File: src/egf_pkg.sv
// Shared types, constants and coefficient functions of the edge gradient filter.
package egf_pkg;
	localparam int MAX_WIDTH  = 1024;
	localparam int MAX_HEIGHT = 4096;
	localparam int PIX_W      = 16;
	localparam int COL_W      = $clog2(MAX_WIDTH);
	localparam int ROW_W      = $clog2(MAX_HEIGHT);
	localparam int VAL_W      = 23;
	localparam int SUM_W      = 36;
	localparam int SQ_W       = 72;
	localparam int ROOT_W     = 36;

	localparam logic [2:0] MODE_ROBERTS = 3'd0;
	localparam logic [2:0] MODE_PREWITT = 3'd1;
	localparam logic [2:0] MODE_SOBEL   = 3'd2;
	localparam logic [2:0] MODE_FREI    = 3'd3;
	localparam logic [2:0] MODE_ISO     = 3'd4;
	localparam logic [2:0] MODE_LAPLACE = 3'd5;

	localparam logic [1:0] REG_MODE   = 2'd0;
	localparam logic [1:0] REG_WIDTH  = 2'd1;
	localparam logic [1:0] REG_HEIGHT = 2'd2;

	typedef logic signed [PIX_W-1:0] pix_t;
	typedef logic signed [17:0] coef_t;

	typedef struct packed {
		logic [COL_W-1:0] col;
		logic [ROW_W-1:0] row;
		logic             last;
		logic             eof;
	} tag_t;

	// column of a tap in the 3x3 window, taps in row-major order
	function automatic logic [1:0] tap_col(input logic [3:0] i);
		logic [1:0] c;
		unique case (i)
			4'd0, 4'd3, 4'd6: c = 2'd0;
			4'd1, 4'd4, 4'd7: c = 2'd1;
			default: c = 2'd2;
		endcase
		return c;
	endfunction

	function automatic logic [1:0] tap_row(input logic [3:0] i);
		logic [1:0] r;
		if (i < 4'd3) r = 2'd0;
		else if (i < 4'd6) r = 2'd1;
		else r = 2'd2;
		return r;
	endfunction

	function automatic coef_t kx(input logic [2:0] m, input logic [3:0] i);
		coef_t k;
		logic [1:0] cc;
		k  = '0;
		cc = tap_col(i);
		unique case (m)
			MODE_ROBERTS: k = (i == 5) ? 18'sd16384 : (i == 7) ? -18'sd16384 : 18'sd0;
			MODE_PREWITT: k = (cc == 0) ? 18'sd5461 : (cc == 2) ? -18'sd5461 : 18'sd0;
			MODE_SOBEL: begin
				if (cc == 1) k = 18'sd0;
				else if (i == 3) k = 18'sd8192;
				else if (i == 5) k = -18'sd8192;
				else k = (cc == 0) ? 18'sd4096 : -18'sd4096;
			end
			MODE_FREI: begin
				if (cc == 1) k = 18'sd0;
				else if (i == 3) k = 18'sd6786;
				else if (i == 5) k = -18'sd6786;
				else k = (cc == 0) ? 18'sd4799 : -18'sd4799;
			end
			MODE_ISO: begin
				if (cc == 1) k = 18'sd0;
				else if (i == 3) k = -18'sd3393;
				else if (i == 5) k = 18'sd3393;
				else k = (cc == 0) ? -18'sd2399 : 18'sd2399;
			end
			MODE_LAPLACE: k = (i == 4) ? -18'sd43691 : 18'sd5461;
			default: k = '0;
		endcase
		return k;
	endfunction

	function automatic coef_t ky(input logic [2:0] m, input logic [3:0] i);
		coef_t k;
		logic [1:0] rr;
		logic [1:0] cc;
		k  = '0;
		rr = tap_row(i);
		cc = tap_col(i);
		unique case (m)
			MODE_ROBERTS: k = (i == 0) ? -18'sd16384 : (i == 4) ? 18'sd16384 : 18'sd0;
			MODE_PREWITT: k = (rr == 0) ? -18'sd5461 : (rr == 2) ? 18'sd5461 : 18'sd0;
			MODE_SOBEL: k = (rr == 1) ? 18'sd0 : (cc == 1) ? 18'sd8192 : 18'sd4096;
			MODE_FREI: k = (rr == 1) ? 18'sd0 : (cc == 1) ? 18'sd6786 : 18'sd4799;
			MODE_ISO: k = (rr == 1) ? 18'sd0 : (cc == 1) ? 18'sd3393 : 18'sd2399;
			default: k = '0;
		endcase
		if (rr == 0 && m != MODE_ROBERTS && m != MODE_PREWITT) k = -k;
		return k;
	endfunction
endpackage

File: src/egf_isqrt.sv
// Iterative floor square root, two result bits per cycle.
module egf_isqrt
	import egf_pkg::*;
(
	input  logic              clk,
	input  logic              arst_n,
	input  logic              start,
	input  logic [SQ_W-1:0]   radicand,
	output logic              done,
	output logic [ROOT_W-1:0] root
);
	localparam int STEPS = ROOT_W / 2;
	localparam int CNT_W = $clog2(STEPS + 1);

	logic [SQ_W-1:0]   rem_q;
	logic [SQ_W-1:0]   val_q;
	logic [ROOT_W-1:0] res_q;
	logic [CNT_W-1:0]  cnt_q;
	logic              busy_q;
	logic [SQ_W+1:0]   r1, t1, r2, t2;
	logic [ROOT_W-1:0] q1, q2;
	logic [SQ_W-1:0]   v1;

	always_comb begin
		r1 = {rem_q, val_q[SQ_W-1:SQ_W-2]};
		t1 = {res_q, 2'b01};
		if (r1 >= t1) begin
			r1 = r1 - t1;
			q1 = {res_q[ROOT_W-2:0], 1'b1};
		end else begin
			q1 = {res_q[ROOT_W-2:0], 1'b0};
		end
		v1 = {val_q[SQ_W-3:0], 2'b00};
		r2 = {r1[SQ_W-1:0], v1[SQ_W-1:SQ_W-2]};
		t2 = {q1, 2'b01};
		if (r2 >= t2) begin
			r2 = r2 - t2;
			q2 = {q1[ROOT_W-2:0], 1'b1};
		end else begin
			q2 = {q1[ROOT_W-2:0], 1'b0};
		end
	end

	always_ff @(posedge clk or negedge arst_n) begin
		if (!arst_n) begin
			busy_q <= 1'b0;
			cnt_q  <= '0;
		end else if (start) begin
			busy_q <= 1'b1;
			cnt_q  <= CNT_W'(STEPS);
		end else if (busy_q) begin
			cnt_q <= cnt_q - 1'b1;
			if (cnt_q == CNT_W'(1)) busy_q <= 1'b0;
		end
	end

	always_ff @(posedge clk) begin
		if (start) begin
			rem_q <= '0;
			val_q <= radicand;
			res_q <= '0;
		end else if (busy_q) begin
			rem_q <= r2[SQ_W-1:0];
			val_q <= {v1[SQ_W-3:0], 2'b00};
			res_q <= q2;
		end
	end

	assign done = busy_q && cnt_q == CNT_W'(1);
	assign root = q2;
endmodule

File: config.mk
export PLATFORM = sky130hd
export DESIGN_NAME = egf_isqrt
export DESIGN_NICKNAME = d
export VERILOG_FILES = /design/src/egf_pkg.sv /design/src/egf_isqrt.sv
export SDC_FILE = /design/constraint.sdc
export NUM_CORES = 1
export LEC_CHECK = 0
export ABC_AREA = 0
export BUFFER_PORTS_ARGS = -buffer_cell sky130_fd_sc_hd__buf_2
export CAP_MARGIN = 20
export CORE_MARGIN = 1
export CORE_UTILIZATION = 50
export DETAILED_ROUTE_END_ITERATION = 6
export GPL_ROUTABILITY_DRIVEN = 0
export PLACE_DENSITY = 0.79
export SYNTH_ARGS = -nofsm -noshare
export SYNTH_HDL_FRONTEND = slang
export SYNTH_SLANG_ARGS = --single-unit
File: constraint.sdc
create_clock -name clk -period 8.2 [get_ports clk]
set_input_delay 0.82 -clock clk [delete_from_list [all_inputs] [get_ports clk]]
set_output_delay 0.82 -clock clk [all_outputs]
set_load 0.02 [all_outputs]
==> results.rst <==
.. list-table::
   :header-rows: 1

   * - Metric
     - Value
   * - Post-CTS setup repair buffer count
     - 0
   * - Register-to-Register Path Depth
     - 24
   * - CTS hold repair buffers
     - 0
   * - Synthesis-to-layout area growth
     - 6.55%
   * - Total number of yosys warnings
     - 0
   * - Final min period
     - around 7.8 ns
   * - Register area share after synthesis
     - 29.5%
   * - Core Region
     - 0.0297 sq mm
   * - Worst rel slew slack
     - about a third
   * - Clock-pin transition on the worst setup and hold timing paths
     - around 0.080 ns
   * - Worst Path Class, Setup
     - reg -> out
   * - Destination of the critical timing path
     - root[0]
   * - Number of nets at the end of the flow
     - approximately 2000
   * - Count of endpoints failing hold in the final timing report
     - 0
   * - Horiz. Die Dim
     - between 150 and 200 um
   * - Boundary Pins
     - about 110
   * - Kind of capture point of the worst setup path
     - primary output
   * - Maxcap violations
     - 0
   * - Buffers added on ports
     - about 110
   * - Final critical-path setup slack
     - approximately 0.44 ns
   * - Post-Syn Area
     - between 0.015 and 0.02 sq mm
   * - N_diodes
     - 0
   * - Launch point of the critical path
     - res_q[29]
   * - Worst Clk Skew
     - between 0.015 and 0.02 ns
   * - Proportion of synthesized area in mux cells
     - approximately 8%
   * - Flop and latch count out of synthesis
     - roughly 190
   * - Share of the clock period used by the worst path after layout
     - a little over nine tenths
   * - Aggregate global routing overflow
     - 0
   * - Total global-route track usage
     - a little under 30%
   * - Initial cell density of the core
     - 51.1%
   * - DR WL/cell
     - between 20 and 25 um
   * - Final setup vio count
     - 0
   * - Via count of the first global-routing pass
     - 14000
   * - Crit Reg-Reg Startpoint
     - res_q[29]
   * - Clock latency on the worst-skew pair
     - 0.46 ns
   * - Post-synthesis compound-gate area fraction
     - about a fifth
   * - Number of buffers inserted during clock tree synthesis
     - 17
   * - Detailed-route DRC error count
     - 1
   * - Placement-stage worst setup slack
     - 0.952 ns
   * - Ys async rst share
     - between 3 and 4%
   * - TNS Setup
     - 0 ns
   * - Type of origin of the critical path
     - flip-flop
   * - Final-layout worst hold slack
     - between 0.15 and 0.2 ns
   * - Pins Over Slew Limit
     - 0
   * - Register-to-register setup slack
     - approximately 0.88 ns
   * - Share of layout cells above drive strength 1
     - between 10% and 20%
   * - Result of the run
     - finished with violations
   * - Number of filler instances in the final layout
     - about 2700
   * - Wire length of the first global-routing pass
     - between 70000 and 80000 um
   * - Critical path data required time
     - roughly 7.4 ns
   * - Largest family of logic cells by synthesized area
     - simple AND/OR/NAND/NOR gates
   * - Arrival time at the worst endpoint
     - approximately 7 ns
   * - Simple-gate portion of the synthesized area
     - ~22%
   * - Dominant synthesized flop cell
     - dfxtp_1
   * - CTS HTree Levels
     - 4
   * - Clock sink total
     - ~190
   * - Initial DRC count
     - approximately 1700
   * - Syn_area_per_cell
     - slightly above 8 sq um
   * - Average vias per placed instance
     - approximately 6.5
   * - Placed wire-length estimate
     - around 34000 um
   * - Mapped Nets
     - ~2000
   * - Area enclosed by the die boundary
     - slightly above 0.03 sq mm
   * - Critical path peak fanout
     - 57
   * - Number of antenna-violating nets in the routed design
     - 0
   * - Largest net degree at the start of global routing
     - 85
   * - Max Fclk
     - 0.129 GHz
   * - Number of vias after detailed routing
     - about 15000
   * - Final Routed Wirelength
     - between 40000 and 50000 um
   * - Post-Synth Adder-Cell Area
     - approximately 6.4%
   * - Number of synthesized flops with an enable pin
     - 72
   * - Library cells used by synthesis
     - 93
   * - Std-Cell Rows
     - 63
   * - Endpoint of the lowest-slack register-to-register path
     - rem_q[51]
   * - Initial antenna violation count
     - 0
   * - HP Class
     - in -> async
   * - Chip height
     - between 150 and 200 um
   * - Fraction of synthesized cell area in xor and xnor cells
     - 6.50%
   * - Violations in the final reports
     - DRC
   * - Root Buffer Master
     - clkbuf_16
   * - Synthesized instance count
     - 1860
   * - Maximum buffer depth of the clock tree
     - 2
   * - Number of search-and-repair iterations in the first detailed-routing pass
     - 7
   * - Clock tree from TritonCTS
     - yes
   * - Unrepaired setup endpoints after global routing
     - no
   * - Transition time at the pin with the least slew margin
     - approximately 0.97 ns
how the worst min path moves through the flow:
stage                   start   endpoint  slack [ns]  cells after the start
floorplan            rem_q[0]   rem_q[0]        0.45                      2
global placement    rem_q[25]  rem_q[25]        0.47                      2
detailed placement  rem_q[25]  rem_q[25]        0.48                      2
CTS                    arst_n   cnt_q[2]        0.17                      1
global route           arst_n   cnt_q[2]        0.17                      1
finish                 arst_n   cnt_q[2]        0.18                      1
synth_stat cells (53+ instances only):
cell	instances	area, sq um
nor2_1	193	724
nand2_1	183	687
a21oi_1	129	646
dfxtp_1	108	2160
o21ai_0	95	475
clkbuf_1	91	342
ha_1	78	976
edfxtp_1	72	2160
inv_1	71	267
mux2_2	69	777
xnor2_1	64	561
a21o_1	56	420
nand4_1	53	332
flip-flops by register name (all words and copies together) (netlist names):
name and cells:
rem_q 72, res_q 36, busy_q 1, cnt_q 5, val_q 72
layer usage:
layer  vias up  global-route usage, %  part of all wire [%]
li1       6752                      -                     -
met1      6792                   38.2                    40
met2       989                   45.0                    44
met3       205                   7.21                    11
met4         0                   13.9                   4.8
met5         -                      0                     0
logic make-up after synthesis:
family | count (synthesis)
AO/OA/AOI/OAI | 473
XOR/XNOR | 111
adder cells (fa/ha/maj) | 78
buffers and inverters | 226
flip-flops | 186
multiplexers | 113
AND/OR/NAND/NOR | 673
worst max-delay path, cell delays in order (launching register included):
cell and delay [ns]:
dfxtp_1 0.39, inv_1 0.08, ha_1 0.47, nand4_1 0.22
nor4_1 0.48, nand4_1 0.21, and3_4 0.25, and4_4 0.31
inv_4 0.45, nor2_1 0.08, a21oi_1 0.27, ha_1 0.40
a21oi_1 0.18, o21bai_1 0.08, a21oi_1 0.28, o21a_1 0.17
o21ai_0 0.16, a2111oi_0 0.42, o21ai_0 0.18, o21bai_1 0.24
nor4b_1 0.40, o211ai_2 0.35, nor2_8 0.21, inv_2 0.05
buf_2 0.15
final cells by class:
class                           count  area [sq um]  share of cell area, %
Timing Repair Buffer              124           656                   4.05
Multi-Input combinational cell   1448          9680                   59.8
Clock inverter                     14           165                   1.02
Inverter                           74           282                   1.74
Tap cell                          390           488                   3.02
Clock buffer                       18           429                   2.65
Sequential cell                   186          4480                   27.7
placed cells by master, fill, tap and decap left out, types with 31 or more instances in the layout:
master / instances
nor2_1: 192
a21o_1: 56
edfxtp_1: 72
mux2i_1: 44
o21ai_0: 95
xnor2_1: 64
nand4_1: 53
dfxtp_1: 108
mux2_2: 69
nand3_1: 31
nand2_1: 182
ha_1: 78
inv_1: 71
nor3_1: 42
xor2_1: 45
buf_2: 110
a21oi_1: 129
per-stage QoR:
stage / area [sq um] / instances / utilization [%]
global placement: 15600 / 2222 / 52.4
global route: 16200 / 2254 / 54.4
detailed placement: 15600 / 2222 / 52.4
CTS: 16200 / 2254 / 54.4
floorplan: 15200 / 1860 / -
finish: 16200 / 2254 / 54.4
timing repair:
item,in CTS,in global routing
endpoints found under the setup margin,0,1
hold endpoints to repair,0,0
resized for setup,0,2
Power is not shown: default switching activity piles up to over one toggle a cycle in this logic, so the estimate is an artifact.
